--- config.mk ---
export PLATFORM = sky130hd
export DESIGN_NAME = fuzzy_subsequence_scorer
export DESIGN_NICKNAME = d
export VERILOG_FILES = /design/src/fss_pkg.sv /design/src/fss_ram.sv /design/src/fss_front.sv /design/src/fss_back.sv /design/src/fuzzy_subsequence_scorer.sv
export SDC_FILE = /design/constraint.sdc
export NUM_CORES = 1
export LEC_CHECK = 0
export ABC_AREA = 1
export ABC_CLOCK_PERIOD_IN_PS = 11450
export BUFFER_PORTS_ARGS = -buffer_cell sky130_fd_sc_hd__buf_2
export CORE_MARGIN = 10
export CORE_UTILIZATION = 55
export DETAILED_ROUTE_END_ITERATION = 10
export PLACE_DENSITY = 0.79
export SYNTH_ARGS = -nofsm -noshare
export SYNTH_HDL_FRONTEND = slang
export SYNTH_SLANG_ARGS = --single-unit
--- constraint.sdc ---
create_clock -name clock -period 11.45 [get_ports clock]
set_input_delay 2.29 -clock clock [delete_from_list [all_inputs] [get_ports clock]]
set_output_delay 2.29 -clock clock [all_outputs]
set_load 0.1 [all_outputs]
--- src/fss_pkg.sv ---
// ----------------------------------------------------------------------------
// fss_pkg
// Shared types, constants and character helpers for the fuzzy subsequence
// scorer: queue word layout, character classes and score constants.
// ----------------------------------------------------------------------------
package fss_pkg;

   // Default sizes handed to the top-level parameters
   localparam int          MAX_PATTERN_DEF  = 64;
   localparam int unsigned TARGET_LIMIT_DEF = 65535;

   // Port field widths
   localparam int CHAR_W     = 8;
   localparam int POS_OUT_W  = 16;
   localparam int SCORE_W    = 18;
   localparam int REQ_DATA_W = 8;
   localparam int RSP_DATA_W = 40;

   // Result word layout, lowest bit first
   localparam int RSP_HIT_BIT      = 0;
   localparam int RSP_POS_LSB      = 1;
   localparam int RSP_MATCHED_BIT  = RSP_POS_LSB + POS_OUT_W;
   localparam int RSP_SCORE_LSB    = RSP_MATCHED_BIT + 1;
   localparam int RSP_SCORE_MSB    = RSP_SCORE_LSB + SCORE_W - 1;
   localparam int RSP_TOO_LONG_BIT = RSP_SCORE_MSB + 1;
   localparam int RSP_PAD_W        = RSP_DATA_W - RSP_TOO_LONG_BIT - 1;

   // Queue between front and back (power of two)
   localparam int QUEUE_DEPTH = 2;
   localparam int QPTR_W      = (QUEUE_DEPTH > 1) ? $clog2(QUEUE_DEPTH) : 1;
   localparam int QCNT_W      = $clog2(QUEUE_DEPTH + 1);

   // Score constants
   localparam logic signed [SCORE_W-1:0] SCORE_MAX = 18'sh1FFFF;
   localparam logic signed [SCORE_W-1:0] SCORE_MIN = 18'sh20000;
   localparam logic [5:0] MATCH_BASE     = 6'd16;
   localparam logic [4:0] BONUS_BOUNDARY = 5'd8;
   localparam logic [4:0] BONUS_CHANGE   = 5'd7;
   localparam logic [4:0] BONUS_CONSEC   = 5'd4;
   localparam int         GAP_EXTRA      = 2;

   typedef enum logic {
      ACT_PATTERN = 1'b0,
      ACT_TARGET  = 1'b1
   } act_type;

   typedef enum logic [2:0] {
      CLS_LOWER = 3'd0,
      CLS_UPPER = 3'd1,
      CLS_DIGIT = 3'd2,
      CLS_DELIM = 3'd3,
      CLS_OTHER = 3'd4
   } cls_type;

   // One classified word as it waits in the queue
   typedef struct packed {
      act_type           action;
      logic [CHAR_W-1:0] code;   // folded to lower case
      cls_type           cls;    // class of the raw byte
      logic              last;
   } q_item_type;

   // Fold A-Z to a-z, leave everything else
   function automatic logic [CHAR_W-1:0] fold_char(input logic [CHAR_W-1:0] c);
      logic [CHAR_W-1:0] r;
      r = c;
      if (c >= 8'h41 && c <= 8'h5A) begin
         r = c + 8'h20;
      end
      return r;
   endfunction

   // Sort a raw byte into lower, upper, digit, delimiter or other
   function automatic cls_type char_class(input logic [CHAR_W-1:0] c);
      cls_type r;
      r = CLS_OTHER;
      if (c >= 8'h61 && c <= 8'h7A) begin
         r = CLS_LOWER;
      end else if (c >= 8'h41 && c <= 8'h5A) begin
         r = CLS_UPPER;
      end else if (c >= 8'h30 && c <= 8'h39) begin
         r = CLS_DIGIT;
      end else if (c inside {8'h5F, 8'h2D, 8'h2E, 8'h2F, 8'h3A, 8'h3B, 8'h2C}) begin
         r = CLS_DELIM;
      end
      return r;
   endfunction

endpackage

--- src/fss_ram.sv ---
// ----------------------------------------------------------------------------
// fss_ram
// Generic single-write, single-read RAM with registered read data.
// ----------------------------------------------------------------------------
module fss_ram #(
   parameter int WIDTH = 8,
   parameter int DEPTH = 64
) (
   input  logic                                      clock,
   input  logic                                      wr_en,
   input  logic [((DEPTH > 1) ? $clog2(DEPTH) : 1)-1:0] wr_addr,
   input  logic [WIDTH-1:0]                          wr_data,
   input  logic [((DEPTH > 1) ? $clog2(DEPTH) : 1)-1:0] rd_addr,
   output logic [WIDTH-1:0]                          rd_data
);

   logic [WIDTH-1:0] mem_ff [DEPTH];
   logic [WIDTH-1:0] rd_data_ff;

   // Write port
   always_ff @(posedge clock) begin
      if (wr_en) begin
         mem_ff[wr_addr] <= wr_data;
      end
   end

   // Registered read port
   always_ff @(posedge clock) begin
      rd_data_ff <= mem_ff[rd_addr];
   end

   assign rd_data = rd_data_ff;

endmodule

--- src/fss_front.sv ---
// ----------------------------------------------------------------------------
// fss_front
// Accepts request words, folds and classifies the byte, and holds the
// classified words in a short queue for the back end.
// ----------------------------------------------------------------------------
module fss_front
   import fss_pkg::*;
(
   input  logic                  clock,
   input  logic                  reset,
   input  logic                  req_tvalid,
   output logic                  req_tready,
   input  logic [REQ_DATA_W-1:0] req_tdata,   // [7:0] char_code
   input  logic                  req_tuser,   // [0] action
   input  logic                  req_tlast,
   output logic                  q_valid,
   output q_item_type            q_item,
   input  logic                  q_pop
);

   q_item_type          entries_ff [QUEUE_DEPTH];
   q_item_type          entry_in;
   logic [QPTR_W-1:0]   wr_ptr_ff, wr_ptr_in;
   logic [QPTR_W-1:0]   rd_ptr_ff, rd_ptr_in;
   logic [QCNT_W-1:0]   count_ff, count_in;
   logic                push, pop;

   // Classify the incoming byte
   always_comb begin
      entry_in.action = act_type'(req_tuser);
      entry_in.code   = fold_char(req_tdata[CHAR_W-1:0]);
      entry_in.cls    = char_class(req_tdata[CHAR_W-1:0]);
      entry_in.last   = req_tlast;
   end

   assign req_tready = (count_ff != QCNT_W'(QUEUE_DEPTH));
   assign push       = req_tvalid && req_tready;
   assign q_valid    = (count_ff != '0);
   assign pop        = q_pop && q_valid;
   assign q_item     = entries_ff[rd_ptr_ff];

   // Advance pointers and fill count
   always_comb begin
      wr_ptr_in = push ? wr_ptr_ff + 1'b1 : wr_ptr_ff;
      rd_ptr_in = pop  ? rd_ptr_ff + 1'b1 : rd_ptr_ff;
      count_in  = count_ff;
      if (push && !pop) begin
         count_in = count_ff + 1'b1;
      end else if (pop && !push) begin
         count_in = count_ff - 1'b1;
      end
   end

   always_ff @(posedge clock) begin
      if (reset) begin
         wr_ptr_ff <= '0;
         rd_ptr_ff <= '0;
         count_ff  <= '0;
      end else begin
         wr_ptr_ff <= wr_ptr_in;
         rd_ptr_ff <= rd_ptr_in;
         count_ff  <= count_in;
      end
   end

   // Store the classified word
   always_ff @(posedge clock) begin
      if (push) begin
         entries_ff[wr_ptr_ff] <= entry_in;
      end
   end

endmodule

--- src/fss_back.sv ---
// ----------------------------------------------------------------------------
// fss_back
// Executes queued words: writes pattern bytes into the pattern RAM, matches
// target bytes against the next pattern byte, keeps the running score and
// drives the registered response word.
// ----------------------------------------------------------------------------
module fss_back
   import fss_pkg::*;
#(
   parameter int          MAX_PATTERN  = MAX_PATTERN_DEF,
   parameter int unsigned TARGET_LIMIT = TARGET_LIMIT_DEF
) (
   input  logic                  clock,
   input  logic                  reset,
   input  logic                  q_valid,
   input  q_item_type            q_item,
   output logic                  q_pop,
   output logic                  rsp_tvalid,
   input  logic                  rsp_tready,
   output logic [RSP_DATA_W-1:0] rsp_tdata,
   output logic                  rsp_tlast
);

   localparam int AW     = (MAX_PATTERN > 1) ? $clog2(MAX_PATTERN) : 1;
   localparam int LW     = $clog2(MAX_PATTERN + 1);
   localparam int POS_W  = $clog2(TARGET_LIMIT + 2);
   localparam int POSX_W = (POS_W > POS_OUT_W) ? POS_W : POS_OUT_W;
   localparam int DW     = ((POS_W + 1 > SCORE_W) ? POS_W + 1 : SCORE_W) + 1;
   localparam logic [LW-1:0]    MAX_LEN   = LW'(MAX_PATTERN);
   localparam logic [POS_W-1:0] LIMIT_POS = POS_W'(TARGET_LIMIT);

   // Pattern and target state
   logic [LW-1:0]              len_ff, len_in;
   logic                       closed_ff, closed_in;
   logic [LW-1:0]              mc_ff, mc_in;
   logic [POS_W-1:0]           tpos_ff, tpos_in;
   logic [POS_W-1:0]           gap_ff, gap_in;
   cls_type                    prev_cls_ff, prev_cls_in;
   logic signed [SCORE_W-1:0]  score_ff, score_in;
   logic                       ovf_ff, ovf_in;

   // Response register
   logic                       out_valid_ff, out_valid_in;
   logic [RSP_DATA_W-1:0]      out_data_ff, out_data_in;
   logic                       out_last_ff, out_last_in;

   // Read-during-write bypass for the pattern RAM
   logic                       byp_ff, byp_in;
   logic [CHAR_W-1:0]          byp_data_ff;

   logic                       go, is_pat, is_tgt;
   logic [LW-1:0]              len_eff;
   logic                       wr_en;
   logic [AW-1:0]              wr_addr, rd_addr;
   logic [CHAR_W-1:0]          ram_q, pat_char;

   logic                       in_range, hit, first, consec, ok, fin;
   logic [4:0]                 bonus_raw, bonus_c, bonus_f;
   logic [5:0]                 add_val;
   logic signed [SCORE_W:0]    sum1;
   logic signed [SCORE_W-1:0]  sat1, sat2;
   logic [POS_W:0]             pen;
   logic signed [DW-1:0]       diff, min_ext;
   logic [LW-1:0]              mc_tgt;
   logic signed [SCORE_W-1:0]  score_tgt;
   logic                       ovf_tgt;
   logic [POS_W-1:0]           pos_sel;
   logic [POSX_W-1:0]          pos_ext;
   logic [RSP_DATA_W-1:0]      rsp_word;

   // Advance when a pattern word arrives or the response slot is free
   assign go     = q_valid && (q_item.action == ACT_PATTERN || !out_valid_ff || rsp_tready);
   assign q_pop  = go;
   assign is_pat = go && (q_item.action == ACT_PATTERN);
   assign is_tgt = go && (q_item.action == ACT_TARGET);

   // Pattern write: a closed pattern restarts at zero
   assign len_eff = closed_ff ? '0 : len_ff;
   assign wr_en   = is_pat && (len_eff < MAX_LEN);
   assign wr_addr = len_eff[AW-1:0];
   assign rd_addr = mc_in[AW-1:0];
   assign byp_in  = wr_en && (wr_addr == rd_addr);

   fss_ram #(
      .WIDTH (CHAR_W),
      .DEPTH (MAX_PATTERN)
   ) u_pattern_ram (
      .clock   (clock),
      .wr_en   (wr_en),
      .wr_addr (wr_addr),
      .wr_data (q_item.code),
      .rd_addr (rd_addr),
      .rd_data (ram_q)
   );

   assign pat_char = byp_ff ? byp_data_ff : ram_q;

   // Compare and bonus for a target byte
   always_comb begin
      in_range = (tpos_ff <= LIMIT_POS);
      hit      = in_range && (mc_ff < len_ff) && (q_item.code == pat_char);
      first    = (mc_ff == '0);
      consec   = !first && (gap_ff == '0);

      bonus_raw = 5'd0;
      if (tpos_ff == '0 || prev_cls_ff == CLS_DELIM) begin
         bonus_raw = BONUS_BOUNDARY;
      end else if (prev_cls_ff == CLS_LOWER && q_item.cls == CLS_UPPER) begin
         bonus_raw = BONUS_CHANGE;
      end else if ((prev_cls_ff == CLS_LOWER || prev_cls_ff == CLS_UPPER) &&
                   q_item.cls == CLS_DIGIT) begin
         bonus_raw = BONUS_CHANGE;
      end else if (prev_cls_ff == CLS_DIGIT &&
                   (q_item.cls == CLS_LOWER || q_item.cls == CLS_UPPER)) begin
         bonus_raw = BONUS_CHANGE;
      end
      bonus_c = (consec && bonus_raw < BONUS_CONSEC) ? BONUS_CONSEC : bonus_raw;
      bonus_f = first ? {bonus_c[3:0], 1'b0} : bonus_c;
      add_val = MATCH_BASE + {1'b0, bonus_f};
   end

   // Saturating score update: add match credit, then charge the gap
   always_comb begin
      sum1 = $signed({score_ff[SCORE_W-1], score_ff}) +
             $signed({{(SCORE_W - 5){1'b0}}, add_val});
      sat1 = (sum1[SCORE_W] != sum1[SCORE_W-1]) ? SCORE_MAX : sum1[SCORE_W-1:0];

      pen     = {1'b0, gap_ff} + (POS_W + 1)'(GAP_EXTRA);
      diff    = $signed({{(DW - SCORE_W){sat1[SCORE_W-1]}}, sat1}) -
                $signed({{(DW - POS_W - 1){1'b0}}, pen});
      min_ext = $signed({{(DW - SCORE_W){1'b1}}, SCORE_MIN});
      if (gap_ff == '0) begin
         sat2 = sat1;
      end else if (diff < min_ext) begin
         sat2 = SCORE_MIN;
      end else begin
         sat2 = diff[SCORE_W-1:0];
      end
   end

   // Outcome of this target byte
   always_comb begin
      mc_tgt    = hit ? mc_ff + 1'b1 : mc_ff;
      score_tgt = hit ? sat2 : score_ff;
      ovf_tgt   = ovf_ff || !in_range;
      ok        = (mc_tgt >= len_ff);
      fin       = q_item.last && ok;
      pos_sel   = in_range ? tpos_ff : LIMIT_POS;
      pos_ext   = POSX_W'(pos_sel);
      rsp_word  = {{RSP_PAD_W{1'b0}},
                   q_item.last && ovf_tgt,
                   fin ? score_tgt : '0,
                   fin,
                   pos_ext[POS_OUT_W-1:0],
                   hit};
   end

   // Next state
   always_comb begin
      len_in      = len_ff;
      closed_in   = closed_ff;
      mc_in       = mc_ff;
      tpos_in     = tpos_ff;
      gap_in      = gap_ff;
      prev_cls_in = prev_cls_ff;
      score_in    = score_ff;
      ovf_in      = ovf_ff;

      if (is_pat) begin
         len_in    = wr_en ? len_eff + 1'b1 : len_eff;
         closed_in = q_item.last;
         if (closed_ff) begin
            mc_in       = '0;
            tpos_in     = '0;
            gap_in      = '0;
            prev_cls_in = CLS_LOWER;
            score_in    = '0;
            ovf_in      = 1'b0;
         end
      end else if (is_tgt) begin
         closed_in = 1'b1;
         if (q_item.last) begin
            mc_in       = '0;
            tpos_in     = '0;
            gap_in      = '0;
            prev_cls_in = CLS_LOWER;
            score_in    = '0;
            ovf_in      = 1'b0;
         end else begin
            mc_in       = mc_tgt;
            tpos_in     = in_range ? tpos_ff + 1'b1 : tpos_ff;
            gap_in      = !in_range ? gap_ff : (hit ? '0 : gap_ff + 1'b1);
            prev_cls_in = q_item.cls;
            score_in    = score_tgt;
            ovf_in      = ovf_tgt;
         end
      end
   end

   // Response slot: load on a target word, drop once taken
   always_comb begin
      out_valid_in = out_valid_ff;
      out_data_in  = out_data_ff;
      out_last_in  = out_last_ff;
      if (is_tgt) begin
         out_valid_in = 1'b1;
         out_data_in  = rsp_word;
         out_last_in  = q_item.last;
      end else if (rsp_tready) begin
         out_valid_in = 1'b0;
      end
   end

   always_ff @(posedge clock) begin
      if (reset) begin
         len_ff       <= '0;
         closed_ff    <= 1'b1;
         mc_ff        <= '0;
         tpos_ff      <= '0;
         gap_ff       <= '0;
         prev_cls_ff  <= CLS_LOWER;
         score_ff     <= '0;
         ovf_ff       <= 1'b0;
         out_valid_ff <= 1'b0;
         byp_ff       <= 1'b0;
      end else begin
         len_ff       <= len_in;
         closed_ff    <= closed_in;
         mc_ff        <= mc_in;
         tpos_ff      <= tpos_in;
         gap_ff       <= gap_in;
         prev_cls_ff  <= prev_cls_in;
         score_ff     <= score_in;
         ovf_ff       <= ovf_in;
         out_valid_ff <= out_valid_in;
         byp_ff       <= byp_in;
      end
   end

   // Payload registers
   always_ff @(posedge clock) begin
      out_data_ff <= out_data_in;
      out_last_ff <= out_last_in;
      byp_data_ff <= q_item.code;
   end

   assign rsp_tvalid = out_valid_ff;
   assign rsp_tdata  = out_data_ff;
   assign rsp_tlast  = out_last_ff;

endmodule

--- src/fuzzy_subsequence_scorer.sv ---
// A target word waits in the front queue and its response in the response register.
// Throughput: one word per cycle unless a full response slot is not taken; the
// per-byte compare and saturating score update in the back end are combinational,
// fed by a two-word queue. Pattern words produce no response and also retire at
// one per cycle.
// Reset (synchronous, active high) empties the queue and the response slot and
// leaves an empty, closed pattern; the pattern RAM is not cleared.
// ----------------------------------------------------------------------------
// fuzzy_subsequence_scorer
// Greedy case-insensitive fuzzy subsequence matcher with position bonuses
// and gap penalties, one target byte per cycle while the response slot is free or taken.
// ----------------------------------------------------------------------------
module fuzzy_subsequence_scorer
   import fss_pkg::*;
#(
   parameter int          MAX_PATTERN  = MAX_PATTERN_DEF,
   parameter int unsigned TARGET_LIMIT = TARGET_LIMIT_DEF
) (
   input  logic                  clock,
   input  logic                  reset,
   input  logic                  req_tvalid,
   output logic                  req_tready,
   input  logic [REQ_DATA_W-1:0] req_tdata,  // [7:0] char_code
   input  logic                  req_tuser,  // [0] action
   input  logic                  req_tlast,
   output logic                  rsp_tvalid,
   input  logic                  rsp_tready,
   output logic [RSP_DATA_W-1:0] rsp_tdata,  // [0] hit, [16:1] position, [17] matched,
                                             // [35:18] score, [36] too_long, [39:37] zero
   output logic                  rsp_tlast
);

   logic       q_valid, q_pop;
   q_item_type q_item;

   fss_front u_front (
      .clock      (clock),
      .reset      (reset),
      .req_tvalid (req_tvalid),
      .req_tready (req_tready),
      .req_tdata  (req_tdata),
      .req_tuser  (req_tuser),
      .req_tlast  (req_tlast),
      .q_valid    (q_valid),
      .q_item     (q_item),
      .q_pop      (q_pop)
   );

   fss_back #(
      .MAX_PATTERN  (MAX_PATTERN),
      .TARGET_LIMIT (TARGET_LIMIT)
   ) u_back (
      .clock      (clock),
      .reset      (reset),
      .q_valid    (q_valid),
      .q_item     (q_item),
      .q_pop      (q_pop),
      .rsp_tvalid (rsp_tvalid),
      .rsp_tready (rsp_tready),
      .rsp_tdata  (rsp_tdata),
      .rsp_tlast  (rsp_tlast)
   );

   // Final fields stay zero on words that do not end a target
   a_final_only_on_last: assert property (@(posedge clock) disable iff (reset)
      rsp_tvalid && !rsp_tlast |-> rsp_tdata[RSP_TOO_LONG_BIT:RSP_MATCHED_BIT] == '0)
      else $error("final fields set on a non-final word");

   // A nonzero score only comes with a full match
   a_score_needs_match: assert property (@(posedge clock) disable iff (reset)
      rsp_tvalid && rsp_tdata[RSP_SCORE_MSB:RSP_SCORE_LSB] != '0 |->
      rsp_tdata[RSP_MATCHED_BIT])
      else $error("nonzero score without a match");

   // Once positions saturate no later byte can match
   a_no_hit_when_long: assert property (@(posedge clock) disable iff (reset)
      rsp_tvalid && rsp_tlast && rsp_tdata[RSP_TOO_LONG_BIT] |-> !rsp_tdata[RSP_HIT_BIT])
      else $error("hit on a saturated position");

endmodule
# After elaboration in Yosys (flattened, before gate mapping)
# Memories as Yosys holds them, arrays and structs flattened. A register that Yosys moved wholly into a read port is not among the register bits.
# Cells that the tools add are included.
# totals
elab_cells	166
mem_bits_rw	538
output_inout_bits	43
rom_bits	0
reg_bits	123
latchBits	0
memories	2
# op_classes
add_sub_neg	13
eq_ne	17
div	0
mul	0
bitwise	1
order_cmp	12
n_reduce_logical	45
mux	57
n_shift	0
# mem_list
memory	depth	width	rd	rd_clocked_by_memory_dff	write_ports	line	text
u_back.u_pattern_ram.mem_ff	64	8	1	1	1	fss_ram.sv:17	logic [WIDTH-1:0] mem_ff [DEPTH];
u_front.entries_ff	2	13	1	1	1	fss_front.sv:21	q_item_type entries_ff [QUEUE_DEPTH];
# ops
operator	n
$mux W17	10
$mux W18	8
$mux W7	7
$eq A8 B6 Y1 const B	6
$add A17 B1 Y17 const B	2
$logic_not A17 Y1	2
$mux W3	9
$mux W5	5
$logic_and A1 B1 Y1	21
$add A18 B7 Y19	1
$lt A19 B18 Y1 const B	1
$sub A18 B19 Y19	1
$add A17 B2 Y18 const B	1
$le A17 B16 Y1 const B	1
$ge A8 B7 Y1 const B	2
$le A8 B7 Y1 const B	2
$mux W8	2
$add A7 B1 Y7 const B	2
$mux W1	14
$eq A3 B2 Y1 const B	3
$add A8 B6 Y8 const B	1
$eq A8 B7 Y1 const B	1
$eq A8 B8 Y1	1
$ge A8 B6 Y1 const B	1
other kinds (25)	41

# Longest topological paths before layout
# depth
depth_word	23
mapped_depth	41
ltp_nobuf	39

# Modules after synthesis
# Synthesis repeated with hierarchy kept, for this count alone.
# hier_totals
cells_unflattened	3147
hier_area_um2	31047.3
# by_module_without_submodules
module	seq_area_each_um2	instances	cells_each	area_each_um2
fss_ram	15534.9	1	1805	21339.2
fss_back	2762.6	1	1200	8182.8
fss_front	880.8	1	142	1525.2

# Worst setup path before layout
# Ideal clock, no wire load.
# synth_path
path_type	reg-to-reg
startpoint	reg (tool-made name)
endpoint	reg u_back.out_data_ff[29], in the netlist u_back.rsp_tdata[29] (data pin)
arrival_time_ns	5.764
path_buffers	3
setup_ns	0.266
path_stages_with_launch	36
period_less_slack_ns	6.030
path_slack_ns	5.420
required_ns	11.184
path_cell_list	dfxtp_1 inv_2 buf_6 nand2_1 nand2_1 or2_2 a2111oi_0 nand2_1 nor2_1 ha_1 inv_1 fa_1 o221ai_1 nand2_1 nor3_1 nand2_1 nor3_1 a21oi_1 ha_1 inv_1 clkbuf_1 nand2_1 nor2_1 inv_1 ha_1 nand2_1 nor3_1 nand4_1 nand3_1 xor2_1 nand2_1 clkbuf_1 a31oi_1 o21ai_0 nand2_1 nor2_1
# synth_lines
element	line	text
end signal, assigned	fss_back.sv:242	out_data_ff <= out_data_in;
end, declared	fss_back.sv:44	logic [RSP_DATA_W-1:0] out_data_ff, out_data_in;

==> impl_results.md <==
* Status: finished clean
* GR Util All Layers at 23.00%
* CP required at 11,740 ps
* Distinct cell type count after synthesis at 54
* P_leak at 0.01404 uW
* Post-Syn Instances at 3,391
* YS warnings at 0
* Max rail drop VDD at 0.2024 mV
* Die area at 69,010 um2
* Fmax at 0.1226 GHz
* Initial antenna violation count at 0
* Overflow after GRT at 0
* Die width at 262.7 um
* Synth top area share at 53.39%
* CP arrival at 8450 ps
* Setup Skew at 32.89 ps
* Seq cells post-synth at 670
* Vias per std cell at 5.778
* Placed cell count at 4,069
* Area used by multi-input combinational logic at 10,610 um2
* Mapped Area at 32,390 um2
* Hold crit path type: flop to flop
* Clock latency on the worst-skew pair at 610 ps
* HPWL Detailed at 49.02 mm
* Rel. slew slack at 23.80%
* Ys async rst share at 0%
* Ports at 57
* Unrepaired setup endpoints after global routing: false
* Cts hold-fix bufs at 0
* First-pass GRT wire length at 127.8 mm
* Sequential fraction of the synthesis area at 59.20%
* Worst-path maximum fanout at 24
* Max clock buf depth at 3
* Critical path buffer and inverter count at 3
* Register area at 19,180 um2
* Most used cell, CP: nand2_1
* Total CTS buffers at 69
* Count leader, synth: nand2_1
* Final Power at 7123 uW
* 1st-iter DRT viols at 3,232
* Synth top area cells: edfxtp_1, nand3_1, nand2_1, dfxtp_1, inv_1
* H-tree level count at 3
* Post-synth top cells: nand2_1, nand3_1, edfxtp_1, inv_1, nand3b_1
* Routed vias at 24,258
* Layout fillers at 4,580
* Critical path class: flop to flop
* Yosys top cell by area: edfxtp_1
* GPL Wtd Cong at 0.9315
* Tmin final at 8155 ps
* Largest net degree at the start of global routing at 208
* Post-DRT Antenna Nets at 0
* Die H at 262.7 um
* Fin. max-slew vios at 0
* Post-synth EDFFs at 576
* Core box area at 58,030 um2
* DRC violations left at 0
* WL/cell at 19.48 um
* Clock root cell: clkbuf_16
* Slowest stage delay, CP at 930 ps
* Worst path slowest cell: dfxtp_1
* Reg clk slew, reported paths at 60 ps
* P per Cell Area at 201.1 nW/um2
* Starting Density at 55.83%
* MaxCap Viol Count at 0
* Setup crit start kind: flop
* Endpoints failing setup at 0
* Area growth from synthesis to layout at 9.328%
* Vias in the first global route at 22,980
* Average size of a mapped cell at 9.553 um2
* Nature of the critical path endpoint: flop
* Non-filler cells, final at 4,198
* Final WL at 81.77 mm
* Final net count at 3,441
* Fin Setup TNS at 0 ps
* Tcrit/Tclk final at 71.23%
* Worst path top cell family by delay: simple AND/OR/NAND/NOR gates
* Ys flop type: edfxtp_1
* Number of port buffers at 53
* Worst slew pin tran at 1139 ps
* Drt pass-1 iters at 7
* CTS tree: done
* Final Hold Fails at 0
* Site row count at 88
* CTS Sinks at 670
* Post-CTS Resized at 0
* Layout cells sized above 1 at 6.789%
* Postcts setup bufs at 0
-- cells in the final DEF, fill, tap and decap left out, types with 8 or more instances in the layout --
cell,n
edfxtp_1,576
a31oi_1,11
buf_4,23
clkbuf_16,71
inv_2,16
clkinv_2,15
clkinv_1,15
o22ai_1,8
nand4_1,20
or2_2,8
bufinv_16,8
nand3b_1,187
dfxtp_1,94
buf_2,53
nor2_1,185
clkbuf_1,10
nor3_1,38
inv_1,486
nand3_1,615
nor4_1,10
ha_1,50
o21ai_0,62
a21oi_1,82
xor2_1,28
nand2_1,647
o211ai_1,11
xnor2_1,11
-- power by group --
| part | internal [uW] | leakage (uW) | switching (uW) |
|---|---|---|---|
| Sequential | 3050 | 0.00599 | 77.1 |
| Clock | 1330 | 0.00113 | 956 |
| Combinational | 312 | 0.00692 | 1390 |
-- final timing paths --
path                      from                   end  slack (ps)  cells past startpoint
max reg2reg               flop  u_back.rsp_tdata[29]        3290                     30
max                       flop  u_back.rsp_tdata[29]        3290                     30
min          u_front.rd_ptr_ff     u_front.rd_ptr_ff         450                      1
min reg2reg  u_front.rd_ptr_ff     u_front.rd_ptr_ff         450                      1
-- per-layer routing --
metal	up-vias	track usage, %	wire length (um)
met2	1261	36.12	37830
met1	11441	31.61	33420
met4	0	8.165	2093
met3	147	4.120	8421
li1	11409	-	-
met5	-	0	0
-- metrics by stage --
step / hold WS (ps) / utilization [%] / instance area, um2 / setup WS, ps
after detailed placement: 444.5 / 57.04 / 33100 / 3446
after floorplan: 425.6 / - / 32400 / 5420
after global placement: 436.4 / 57.04 / 33100 / 3617
final: 451.8 / 61.04 / 35420 / 3295
after global routing: 481.0 / 61.03 / 35410 / 2562
after CTS: 451.1 / 61.03 / 35410 / 3408
-- flip-flops by register name, summed over array words and instances (netlist names), 2 cells and up, named ones only --
name,flops
u_back.mc_ff,7
u_back.rsp_tdata,37
u_back.score_ff,18
u_back.u_pattern_ram.rd_data,8
u_back.tpos_ff,17
u_back.prev_cls_ff,3
u_front.count_ff,2
u_back.gap_ff,17
u_back.u_pattern_ram.mem_ff,512
u_front.entries_ff,26
u_back.byp_data_ff,8
u_back.len_ff,7
-- layout make-up --
type / count / area share (%)
Timing Repair Buffer: 77 / 1.293
Clock buffer: 82 / 5.161
Antenna cell: 1 / 0.007066
Multi-Input combinational cell: 2054 / 29.97
Clock inverter: 46 / 1.374
Inverter: 503 / 5.345
Sequential cell: 670 / 54.15
Tap cell: 765 / 2.703
-- cells by family after synthesis --
| family | synth area share (%) |
|---|---|
| adder cells (fa/ha/maj) | 2.055 |
| AO/OA/AOI/OAI | 3.859 |
| other | 0.01158 |
| XOR/XNOR | 1.054 |
| flip-flops | 59.20 |
| AND/OR/NAND/NOR | 25.49 |
| buffers and inverters | 8.327 |
Power figures use the tool's default switching activity.
